<file path="config.mk">
export PLATFORM = sky130hd
export DESIGN_NAME = matrix_square_plus_add
export DESIGN_NICKNAME = d
export VERILOG_FILES = /design/src/rtl/msa_pkg.sv /design/src/rtl/msa_ram.sv /design/src/rtl/msa_cell.sv /design/src/rtl/matrix_square_plus_add.sv
export SDC_FILE = /design/constraint.sdc
export NUM_CORES = 2
export LEC_CHECK = 0
export ABC_AREA = 1
export BUFFER_PORTS_ARGS = -buffer_cell sky130_fd_sc_hd__buf_2
export CORE_ASPECT_RATIO = 0.8
export CORE_MARGIN = 4
export CORE_UTILIZATION = 65
export CTS_CLUSTER_SIZE = 12
export DETAILED_ROUTE_END_ITERATION = 8
export GPL_TIMING_DRIVEN = 0
export MAX_ROUTING_LAYER = met4
export PLACE_DENSITY = 0.81
export SLEW_MARGIN = 40
export SYNTH_ARGS = -nofsm -noshare
export SYNTH_HDL_FRONTEND = slang
export SYNTH_HIERARCHICAL = 1
export SYNTH_SLANG_ARGS = --single-unit
</file>
<file path="constraint.sdc">
create_clock -name clk -period 12.1 [get_ports clk]
set_clock_uncertainty 0.1 [all_clocks]
set_input_delay 0.605 -clock clk [delete_from_list [all_inputs] [get_ports clk]]
set_output_delay 0.605 -clock clk [all_outputs]
set_load 0.02 [all_outputs]
</file>
<file path="src/rtl/msa_pkg.sv">
// ----------------------------------------------------------------------------
// msa_pkg: shared types and constants for matrix_square_plus_add
// Beat payloads for both channels, the cell control bundle and fixed widths.
// ----------------------------------------------------------------------------
package msa_pkg;

    localparam int DATA_W = 8;   // element width of A and B
    localparam int PROD_W = 16;  // width of one B*B product
    localparam int C_W    = 19;  // result width
    localparam int CFG_W  = 4;   // matrix_size register width

    localparam logic [CFG_W-1:0] SIZE_RESET = CFG_W'(8);

    typedef struct packed {
        logic signed [DATA_W-1:0] a_value;
        logic signed [DATA_W-1:0] b_value;
    } in_beat_t;

    typedef struct packed {
        logic signed [C_W-1:0] c_value;
        logic                  last_result;
    } out_beat_t;

    // control shared by every cell of the chain
    typedef struct packed {
        logic op_en;      // accumulate this cycle
        logic op_first;   // first term of a row: seed with A
        logic out_load;   // final term: move the sum into the output stage
        logic out_shift;  // output stage shifts one cell toward cell 0
    } cell_ctl_t;

endpackage

</file>
<file path="src/rtl/msa_ram.sv">
// ----------------------------------------------------------------------------
// msa_ram: generic single-write, single-read RAM
// One write port, one read port with registered read data.
// ----------------------------------------------------------------------------
module msa_ram #(
    parameter int WIDTH = 8,
    parameter int DEPTH = 64
) (
    input  logic                               clk,
    input  logic                               we,
    input  logic [((DEPTH > 1) ? $clog2(DEPTH) : 1)-1:0] waddr,
    input  logic [WIDTH-1:0]                   wdata,
    input  logic                               re,
    input  logic [((DEPTH > 1) ? $clog2(DEPTH) : 1)-1:0] raddr,
    output logic [WIDTH-1:0]                   rdata
);

    logic [WIDTH-1:0] mem_reg [DEPTH];
    logic [WIDTH-1:0] rdata_reg;

    always_ff @(posedge clk)
    begin
        if (we)
        begin
            mem_reg[waddr] <= wdata;
        end
        if (re)
        begin
            rdata_reg <= mem_reg[raddr];
        end
    end

    assign rdata = rdata_reg;

endmodule

</file>
<file path="src/rtl/msa_cell.sv">
// ----------------------------------------------------------------------------
// msa_cell: one column cell of the multiply-accumulate chain
// Holds one column of A and B, accumulates one element of a result row and
// passes finished results toward cell 0 through its output stage.
// ----------------------------------------------------------------------------
module msa_cell #(
    parameter int MAX_SIZE = 8
) (
    input  logic                                   clk,
    input  msa_pkg::cell_ctl_t                     ctl,
    input  logic                                   wr_en,
    input  logic [((MAX_SIZE > 1) ? $clog2(MAX_SIZE) : 1)-1:0] wr_idx,
    input  logic signed [msa_pkg::DATA_W-1:0]      wr_a,
    input  logic signed [msa_pkg::DATA_W-1:0]      wr_b,
    input  logic [((MAX_SIZE > 1) ? $clog2(MAX_SIZE) : 1)-1:0] op_k,
    input  logic [((MAX_SIZE > 1) ? $clog2(MAX_SIZE) : 1)-1:0] op_row,
    input  logic signed [msa_pkg::DATA_W-1:0]      b_bcast,
    input  logic signed [msa_pkg::C_W-1:0]         shift_in,
    output logic signed [msa_pkg::C_W-1:0]         out_value
);

    localparam int XW = msa_pkg::C_W - msa_pkg::DATA_W;
    localparam int PW = msa_pkg::C_W - msa_pkg::PROD_W;

    logic signed [msa_pkg::DATA_W-1:0] a_col_reg [MAX_SIZE];
    logic signed [msa_pkg::DATA_W-1:0] b_col_reg [MAX_SIZE];
    logic signed [msa_pkg::C_W-1:0]    acc_reg;
    logic signed [msa_pkg::C_W-1:0]    acc_next;
    logic signed [msa_pkg::C_W-1:0]    out_reg;
    logic signed [msa_pkg::C_W-1:0]    out_next;
    logic signed [msa_pkg::PROD_W-1:0] prod;
    logic signed [msa_pkg::DATA_W-1:0] a_sel;
    logic signed [msa_pkg::C_W-1:0]    base;

    assign prod  = b_bcast * b_col_reg[op_k];
    assign a_sel = a_col_reg[op_row];

    always_comb
    begin
        if (ctl.op_first)
        begin
            base = {{XW{a_sel[msa_pkg::DATA_W-1]}}, a_sel};
        end
        else
        begin
            base = acc_reg;
        end
        // low bits only: wraps exactly like the 19-bit result
        acc_next = base + {{PW{prod[msa_pkg::PROD_W-1]}}, prod};

        if (ctl.out_load)
        begin
            out_next = acc_next;
        end
        else if (ctl.out_shift)
        begin
            out_next = shift_in;
        end
        else
        begin
            out_next = out_reg;
        end
    end

    always_ff @(posedge clk)
    begin
        if (wr_en)
        begin
            a_col_reg[wr_idx] <= wr_a;
            b_col_reg[wr_idx] <= wr_b;
        end
        if (ctl.op_en)
        begin
            acc_reg <= acc_next;
        end
        out_reg <= out_next;
    end

    assign out_value = out_reg;

endmodule

</file>
<file path="src/rtl/matrix_square_plus_add.sv">
// ----------------------------------------------------------------------------
// matrix_square_plus_add: C = A + B*B for square integer matrices
// Loads A and B in row-major order, then computes and streams out C.
// ----------------------------------------------------------------------------
//
//  channel   direction  handshake            payload
//  --------  ---------  -------------------  ------------------------------
//  in        in         in_valid / in_ready  a_value, b_value (8b signed)
//  out       out        out_valid/out_ready  c_value (19b signed), last
//  cfg       in         cfg_we               cfg_data = matrix_size (4b)
//
//  Load: one input beat per cycle, n*n beats per matrix pair (n = size used).
//  Compute: n B reads per result row and n*n per matrix; the single read
//  port of the B memory feeds one B element per cycle when not stalled.
//  Rows of C drain through the cell output stages while the next row is
//  computed; a stalled output freezes the compute pipeline. Input is not
//  taken during compute. Reset sets matrix_size to 8 and clears load state.
//
// ----------------------------------------------------------------------------
module matrix_square_plus_add #(
    parameter int MAX_SIZE = 8
) (
    input  logic                           clk,
    input  logic                           rst_n,
    input  logic                           in_valid,
    output logic                           in_ready,
    input  msa_pkg::in_beat_t              in_data,
    output logic                           out_valid,
    input  logic                           out_ready,
    output msa_pkg::out_beat_t             out_data,
    input  logic                           cfg_we,
    input  logic [msa_pkg::CFG_W-1:0]      cfg_data
);

    // index into a row or column, size value, memory address, element count
    localparam int IW    = (MAX_SIZE > 1) ? $clog2(MAX_SIZE) : 1;
    localparam int NW    = $clog2(MAX_SIZE + 1);
    localparam int ELEMS = MAX_SIZE * MAX_SIZE;
    localparam int AW    = (ELEMS > 1) ? $clog2(ELEMS) : 1;
    localparam int CW    = $clog2(ELEMS + 1);

    typedef enum logic [1:0] {
        ST_LOAD,   // taking input beats
        ST_RUN,    // issuing B reads, one per cycle unless stalled
        ST_FLUSH   // last operation still in the pipeline
    } state_t;

    state_t                   state_reg;
    logic [msa_pkg::CFG_W-1:0] size_reg;

    // size actually used, clamped to 1..MAX_SIZE
    logic [NW-1:0] n_use;
    logic [NW-1:0] n_last;
    logic [CW-1:0] total;

    always_comb
    begin
        if (size_reg == '0)
        begin
            n_use = NW'(1);
        end
        else if (int'(size_reg) > MAX_SIZE)
        begin
            n_use = NW'(MAX_SIZE);
        end
        else
        begin
            n_use = NW'(size_reg);
        end
        n_last = n_use - NW'(1);
        total  = CW'(n_use) * CW'(n_use);
    end

    // load side counters
    logic [CW-1:0] load_cnt_reg;
    logic [IW-1:0] load_row_reg;
    logic [IW-1:0] load_col_reg;
    logic          in_accept;
    logic          load_done;

    // issue side counters
    logic [CW-1:0] iss_addr_reg;
    logic [IW-1:0] iss_k_reg;
    logic [IW-1:0] iss_row_reg;
    logic          issue;
    logic          iss_done;

    // operation stage, aligned with the RAM read data
    logic          op_valid_reg;
    logic          op_first_reg;
    logic          op_last_reg;
    logic          op_lastrow_reg;
    logic [IW-1:0] op_k_reg;
    logic [IW-1:0] op_row_reg;

    // output stage bookkeeping
    logic [NW-1:0] out_cnt_reg;
    logic          out_lastrow_reg;
    logic          out_accept;
    logic          out_free;
    logic          stall;
    logic          advance;

    msa_pkg::cell_ctl_t            ctl;
    logic [msa_pkg::DATA_W-1:0]    b_rdata;
    logic signed [msa_pkg::C_W-1:0] cell_out [MAX_SIZE];

    assign in_ready   = (state_reg == ST_LOAD);
    assign in_accept  = in_valid && in_ready;
    assign load_done  = (load_cnt_reg + CW'(1)) == total;

    assign out_valid  = (out_cnt_reg != '0);
    assign out_accept = out_valid && out_ready;
    // output stages may take a new row when empty or emptying now
    assign out_free   = (out_cnt_reg == '0) || ((out_cnt_reg == NW'(1)) && out_ready);
    assign stall      = op_valid_reg && op_last_reg && !out_free;
    assign advance    = !stall;
    assign issue      = (state_reg == ST_RUN) && advance;
    assign iss_done   = (iss_addr_reg + CW'(1)) == total;

    assign ctl.op_en     = op_valid_reg && advance;
    assign ctl.op_first  = op_first_reg;
    assign ctl.out_load  = op_valid_reg && advance && op_last_reg;
    assign ctl.out_shift = out_accept;

    assign out_data.c_value     = cell_out[0];
    assign out_data.last_result = out_lastrow_reg && (out_cnt_reg == NW'(1));

    // sequencer and counters
    always_ff @(posedge clk or negedge rst_n)
    begin
        if (!rst_n)
        begin
            state_reg    <= ST_LOAD;
            size_reg     <= msa_pkg::SIZE_RESET;
            load_cnt_reg <= '0;
            load_row_reg <= '0;
            load_col_reg <= '0;
            iss_addr_reg <= '0;
            iss_k_reg    <= '0;
            iss_row_reg  <= '0;
            op_valid_reg <= 1'b0;
            out_cnt_reg  <= '0;
        end
        else
        begin
            if (cfg_we)
            begin
                // new size drops any partial load
                size_reg     <= cfg_data;
                load_cnt_reg <= '0;
                load_row_reg <= '0;
                load_col_reg <= '0;
            end
            else if (in_accept)
            begin
                if (load_done)
                begin
                    load_cnt_reg <= '0;
                    load_row_reg <= '0;
                    load_col_reg <= '0;
                end
                else
                begin
                    load_cnt_reg <= load_cnt_reg + CW'(1);
                    if (NW'(load_col_reg) == n_last)
                    begin
                        load_col_reg <= '0;
                        load_row_reg <= load_row_reg + IW'(1);
                    end
                    else
                    begin
                        load_col_reg <= load_col_reg + IW'(1);
                    end
                end
            end

            case (state_reg)
                ST_LOAD:
                begin
                    if (in_accept && load_done && !cfg_we)
                    begin
                        state_reg    <= ST_RUN;
                        iss_addr_reg <= '0;
                        iss_k_reg    <= '0;
                        iss_row_reg  <= '0;
                    end
                end
                ST_RUN:
                begin
                    if (issue)
                    begin
                        iss_addr_reg <= iss_addr_reg + CW'(1);
                        if (NW'(iss_k_reg) == n_last)
                        begin
                            iss_k_reg   <= '0;
                            iss_row_reg <= iss_row_reg + IW'(1);
                        end
                        else
                        begin
                            iss_k_reg <= iss_k_reg + IW'(1);
                        end
                        if (iss_done)
                        begin
                            state_reg <= ST_FLUSH;
                        end
                    end
                end
                ST_FLUSH:
                begin
                    // the final operation leaves the pipeline this cycle
                    if (advance)
                    begin
                        state_reg <= ST_LOAD;
                    end
                end
                default:
                begin
                    state_reg <= ST_LOAD;
                end
            endcase

            if (advance)
            begin
                op_valid_reg <= issue;
            end

            if (ctl.out_load)
            begin
                out_cnt_reg <= n_use;
            end
            else if (out_accept)
            begin
                out_cnt_reg <= out_cnt_reg - NW'(1);
            end
        end
    end

    // operation and output payload, no reset needed
    always_ff @(posedge clk)
    begin
        if (issue)
        begin
            op_first_reg   <= (iss_k_reg == '0);
            op_last_reg    <= (NW'(iss_k_reg) == n_last);
            op_lastrow_reg <= (NW'(iss_row_reg) == n_last);
            op_k_reg       <= iss_k_reg;
            op_row_reg     <= iss_row_reg;
        end
        if (ctl.out_load)
        begin
            out_lastrow_reg <= op_lastrow_reg;
        end
    end

    // B in row-major order: a row of B streams out as one row of reads
    msa_ram #(
        .WIDTH (msa_pkg::DATA_W),
        .DEPTH (ELEMS)
    ) u_b_ram (
        .clk   (clk),
        .we    (in_accept),
        .waddr (load_cnt_reg[AW-1:0]),
        .wdata (in_data.b_value),
        .re    (issue),
        .raddr (iss_addr_reg[AW-1:0]),
        .rdata (b_rdata)
    );

    // cell j holds column j of A and B and works out C[row][j];
    // finished rows shift toward cell 0, which drives the output beat
    for (genvar j = 0; j < MAX_SIZE; j++)
    begin : g_cell
        logic                           wr_sel;
        logic signed [msa_pkg::C_W-1:0] next_out;

        assign wr_sel = in_accept && (load_col_reg == IW'(j));

        if (j == MAX_SIZE - 1)
        begin : g_end
            assign next_out = '0;
        end
        else
        begin : g_mid
            assign next_out = cell_out[j + 1];
        end

        msa_cell #(
            .MAX_SIZE (MAX_SIZE)
        ) u_cell (
            .clk       (clk),
            .ctl       (ctl),
            .wr_en     (wr_sel),
            .wr_idx    (load_row_reg),
            .wr_a      (in_data.a_value),
            .wr_b      (in_data.b_value),
            .op_k      (op_k_reg),
            .op_row    (op_row_reg),
            .b_bcast   (b_rdata),
            .shift_in  (next_out),
            .out_value (cell_out[j])
        );
    end

endmodule

</file>
; ---- Yosys cells after proc, flatten, opt, wreduce, memory -nomap -nowiden
; Memories as Yosys holds them, arrays and structs flattened. A register that Yosys moved wholly into a read port is not among the register bits.
; Index checks and enable logic that the tools add are counted.
[totals]
regBits = 351
latch_bits = 0
mem_bits_rw = 1536
rom_bits = 0
input_bits = 25
elab_cells = 220
n_memories = 17
[op_classes]
add_sub_neg = 16
mul = 9
n_div = 0
order_cmp = 1
n_eq_ne = 20
n_shift = 0
muxes = 88
n_bitwise = 0
n_reduce_logical = 37
[mem_list]
columns = name, depth, word_bits, read_ports, rd_ports_with_merged_regs, write_ports, line
row1 = u_b_ram.mem_reg, 64, 8, 1, 1, 1, msa_ram.sv:18  ; logic [WIDTH-1:0] mem_reg [DEPTH];
row2 = g_cell[0].u_cell.a_col_reg, 8, 8, 1, 1, 1, msa_cell.sv:25  ; logic signed [msa_pkg::DATA_W-1:0] a_col_reg [MAX_SIZE];
row3 = g_cell[0].u_cell.b_col_reg, 8, 8, 1, 1, 1, msa_cell.sv:26  ; logic signed [msa_pkg::DATA_W-1:0] b_col_reg [MAX_SIZE];
row4 = g_cell[1].u_cell.a_col_reg, 8, 8, 1, 1, 1, msa_cell.sv:25
row5 = g_cell[1].u_cell.b_col_reg, 8, 8, 1, 1, 1, msa_cell.sv:26
row6 = g_cell[2].u_cell.a_col_reg, 8, 8, 1, 1, 1, msa_cell.sv:25
row7 = +11 memories, --, --, --, --, --, --
[op_table]
columns = op, count
row1 = $mux 19, 24
row2 = $add 19x19->19, 8
row3 = $mul 8x8->16, 8
row4 = $mux 3, 29
row5 = $mux 7, 5
row6 = $logic_and 1x1->1, 19
row7 = $mux 1, 18
row8 = $mux 4, 4
row9 = $add 7x1->7 const B, 2
row10 = $eq 7x7->1, 2
row11 = $pmux 7 s2, 1
row12 = $add 3x1->3 const B, 4
row13 = $eq 3x3->1 const B, 4
row14 = $eq 3x4->1, 3
row15 = $pmux 3 s2, 2
row16 = $logic_not 4->1, 2
row17 = $mux 2, 4
row18 = $reduce_and 4->1, 2
row19 = $sub 4x1->4 const B, 2
row20 = $mul 4x4->7, 1
row21 = $eq 3x2->1 const B, 2
row22 = $logic_not 3->1, 2
row23 = $ne 2x2->1 const B, 3
row24 = $pmux 2 s3, 1
row25 = 14 further kinds, 19

; ---- Longest topological paths before layout
[depth]
ltp_word = 9
mapped_depth = 39
mapped_depth_nobuf = 38

; ---- By module
; The synthesis kept the hierarchy.
[modules_own_cells]
columns = mod, n_inst, cells_per_inst, area_each_um2, seq_area_each_um2
row1 = msa_cell (g_cell[4].u_cell ...), 3, 1008, 10090.9, 4984.8
row2 = msa_ram, 1, 1805, 21419.3, 15615.0
row3 = msa_cell (g_cell[0].u_cell ...), 2, 1030, 10070.9, 4984.8
row4 = msa_cell (g_cell[3].u_cell), 1, 1014, 10131.0, 4984.8
row5 = msa_cell (g_cell[2].u_cell), 1, 988, 10049.6, 4984.8
row6 = msa_cell (g_cell[7].u_cell), 1, 994, 10045.9, 4984.8
row7 = matrix_square_plus_add, 1, 418, 3139.3, 1227.4

; ---- Worst setup path after synthesis
; No wires, ideal clock.
[synth_path]
path_type = register to register
from = register out_cnt_reg[0]
to = register g_cell[0].u_cell/acc_reg[0] (netlist bit), enable pin
setup_ns = 0.665
arrival_ns = 7.492
required_ns = 11.335
slack_ns = 3.843
stages_incl_launch_ff = 7
path_buffers = 0
path_cell_list = dfrtp_1 > inv_1 > ha_1 > nand3_1 > nand3_1 > inv_1 > nor2_1
[synth_rtl]
columns = item, line
row1 = start: declaration, matrix_square_plus_add.sv:97  ; logic [NW-1:0] out_cnt_reg;
row2 = start signal: assignment, matrix_square_plus_add.sv:230  ; out_cnt_reg <= n_use;
row3 = start signal: assignment, matrix_square_plus_add.sv:234  ; out_cnt_reg <= out_cnt_reg - NW'(1);
row4 = end signal: assignment, msa_cell.sv:74  ; acc_reg <= acc_next;
row5 = end: declaration, msa_cell.sv:27  ; logic signed [msa_pkg::C_W-1:0] acc_reg;

==> out/results.txt <==
RSZ-0062 raised after global routing -> false
endpoint class of the critical path -> flop
Tightest Pin Transition -> 0.9311 ns
Post-synth EDFFs -> 1858
status -> completed
Antenna Nets Post-Route -> 0
Final #Nets -> 11540
All-Layer GR Usage -> 0.3481
post-route setup TNS -> 0 ns
vias in the first global route -> 77330
Place WS -> 3.884 ns
Ys Warns -> 6
global-route wire length before repair -> 438500 µm
Mapped Cells -> 10300
Worst Reg-to-Reg Cells -> 35
RR Endpoint -> g_cell[1].u_cell/out_value[17]$_DFFE_PP_
die area -> 168400 µm²
layout cells sized above 1 -> 0.07965
Max-Cap Viols -> 0
Netlist Area Pre-Place -> 105200 µm²
Hold WS -> 0.04231 ns
complex-gate fraction of the synthesized area -> 0.07052
worst rel slew slack -> 0.3792
worst hold endpoint -> g_cell[6].u_cell/b_col_reg[5][7]$_DFFE_PP_
Synth Area in Simple Gates -> 0.1753
largest family of logic cells by synthesized area -> simple AND/OR/NAND/NOR gates
crit path buf inv count -> 7
maximum clock path buffer count -> 3
most frequent cells in the layout -> nand2_1 (2555), edfxtp_1 (1858), inv_1 (1264), nor2_1 (847), nand3_1 (720)
Synth cell types -> 60
fin. max-slew vios -> 0
Die Y -> 367.8 µm
startpoint types -> flop
TritonCTS clock tree -> yes
R2R Setup Slk -> 3.67 ns
area grow syn2layout -> 10.21%
Most Frequent Cell on Critical Path -> nand2_1
f_max -> 118.6 MHz
initial core utilization -> 0.6569
row count -> 131
share of async-settable or async-resettable flops after synthesis -> 0.01953
Mean Syn Cell Area -> 10.21 µm²
fin worst setup slack -> 3.667 ns
final hold vios -> 0
initial antenna violation count -> 7
htree depth -> 4
Seq/Total Area, Yosys -> 0.5392
family with the most delay on the worst path -> adder cells
vias post-DR -> 78670
critical path class -> flop to flop
clock sinks -> 1895
Period minus WS final -> 8.433 ns
Critical Path RT -> 12.56 ns
CTS Buf Count -> 186
Routed WL -> 286700 µm
Crit Path Max Fanout -> 13
most common cell after layout, fill and taps aside -> nand2_1
Final GP Congestion -> 0.9617
average via count per standard cell -> 6.099
Worst Hold Class -> primary input to flop
r2r startpoint -> op_k_reg[1]$_DFFE_PP_
First-pass DRT Iterations -> 9
core area -> 160100 µm²
multiplexer share of the synthesized area -> 0
worst-skew pair later-pin latency -> 0.86 ns
die width -> 457.8 µm
largest net degree at the start of global routing -> 87
crit path DAT -> 8.90 ns
Design Area, Final -> 115900 µm²
total gr overflow -> 0
PortBufs -> 45
critical path's slowest cell -> edfxtp_1
fillers -> 10660
final setup fails -> 0
hpwl dp -> 204200 µm
Yosys reg bits -> 1895
1st-iter DRT viols -> 10440
Post-DP Area -> 110300 µm²
Hold Crit Start -> in_data[7]
post-route DRC violation count -> 0
max incr delay on CP -> 0.64 ns
fin crit share -> 0.6969
ys flop type -> edfxtp_1
Root Buffer -> clkbuf_16
fraction of the mapped netlist area in adder cells -> 0.1325
Reg clk slew, reported paths -> 0.06 ns
xor and xnor area share after synthesis -> 0.01832
drt wl/cell -> 22.23 µm
I/O Pins -> 47
hold depth -> 1
area by class of cell:
cell class,instances,area [µm²],area share
Antenna cell,11,27.53,0.0002374
Buffer,325,1802,0.01554
Clock buffer,231,4823,0.04160
Clock inverter,48,610.6,0.005266
Inverter,1314,4940,0.04260
Multi-Input combinational cell,6789,42450,0.3662
Sequential cell,1895,56720,0.4892
Tap cell,2128,2663,0.02296
Timing Repair Buffer,157,1899,0.01638
Yosys cell counts (all sizes together), types with 82 or more instances:
| cell type | count | area share |
|---|---|---|
| ha | 396 | 0.047 |
| nand3 | 762 | 0.039 |
| o221ai | 96 | 0.0080 |
| xnor2 | 82 | 0.0068 |
| a21oi | 421 | 0.020 |
| fa | 449 | 0.085 |
| o21ai | 488 | 0.024 |
| edfxtp | 1858 | 0.53 |
| inv | 1305 | 0.047 |
| xor2 | 138 | 0.011 |
| nor2 | 954 | 0.035 |
| nand2 | 2612 | 0.095 |
| clkbuf | 134 | 0.0048 |
| buf | 191 | 0.012 |
worst max path at each step:
stage                                                          end  depth (start not counted)                       start
after global placement       g_cell[4].u_cell/acc_reg[5]$_DFFE_PP_                          6  out_cnt_reg[0]$_DFFE_PN0P_
after detailed placement  g_cell[1].u_cell/out_value[18]$_DFFE_PP_                         32       op_k_reg[1]$_DFFE_PP_
after global routing      g_cell[1].u_cell/out_value[18]$_DFFE_PP_                         32       op_k_reg[1]$_DFFE_PP_
final                     g_cell[1].u_cell/out_value[17]$_DFFE_PP_                         35       op_k_reg[1]$_DFFE_PP_
after floorplan              g_cell[0].u_cell/acc_reg[0]$_DFFE_PP_                          6  out_cnt_reg[0]$_DFFE_PN0P_
after CTS                   g_cell[1].u_cell/acc_reg[17]$_DFFE_PP_                         34       op_k_reg[1]$_DFFE_PP_
through the flow:
| step | instances | utilization |
|---|---|---|
| finish | 12900 | 0.7240 |
| global route | 12890 | 0.7239 |
| CTS | 12890 | 0.7232 |
| detailed placement | 12600 | 0.6889 |
| global placement | 12500 | 0.6754 |
| floorplan | 10320 | - |
timing repair:
item                                   in CTS  in global routing
setup buffers                               0                  0
resized for setup                           0                  0
hold buffers                                5                  0
endpoints found under the hold margin      54                  0
routing by layer:
metal,wire length [µm],global-route usage,up-vias
met5,0,-,-
met4,13020,0.1416,0
met3,35780,0.07645,792
met2,129500,0.5206,4822
met1,108400,0.4685,37880
li1,-,-,35170
logic make-up (layout without fill, tap and decap cells):
family                     after synthesis  after routing
and+or+nand+nor                       4444           4444
DFF                                   1895           1895
buffers and inverters                 1639           2075
AOI/OAI and AO/OA                     1259           1259
adders and majority gates              845            845
xor gates and xnor gates               220            220
other                                    1             32
worst reg2reg max path: cells and delay by family (launching register included):
kind / cells / cell delay, ns
AOI/OAI and AO/OA: 6 / 1.39
xor gates and xnor gates: 1 / 0.12
adders and majority gates: 6 / 2.84
buffers and inverters: 7 / 1.23
DFF: 1 / 0.64
and+or+nand+nor: 15 / 1.82
Power is not shown: default switching activity piles up to over one toggle a cycle in this logic, so the estimate is an artifact.
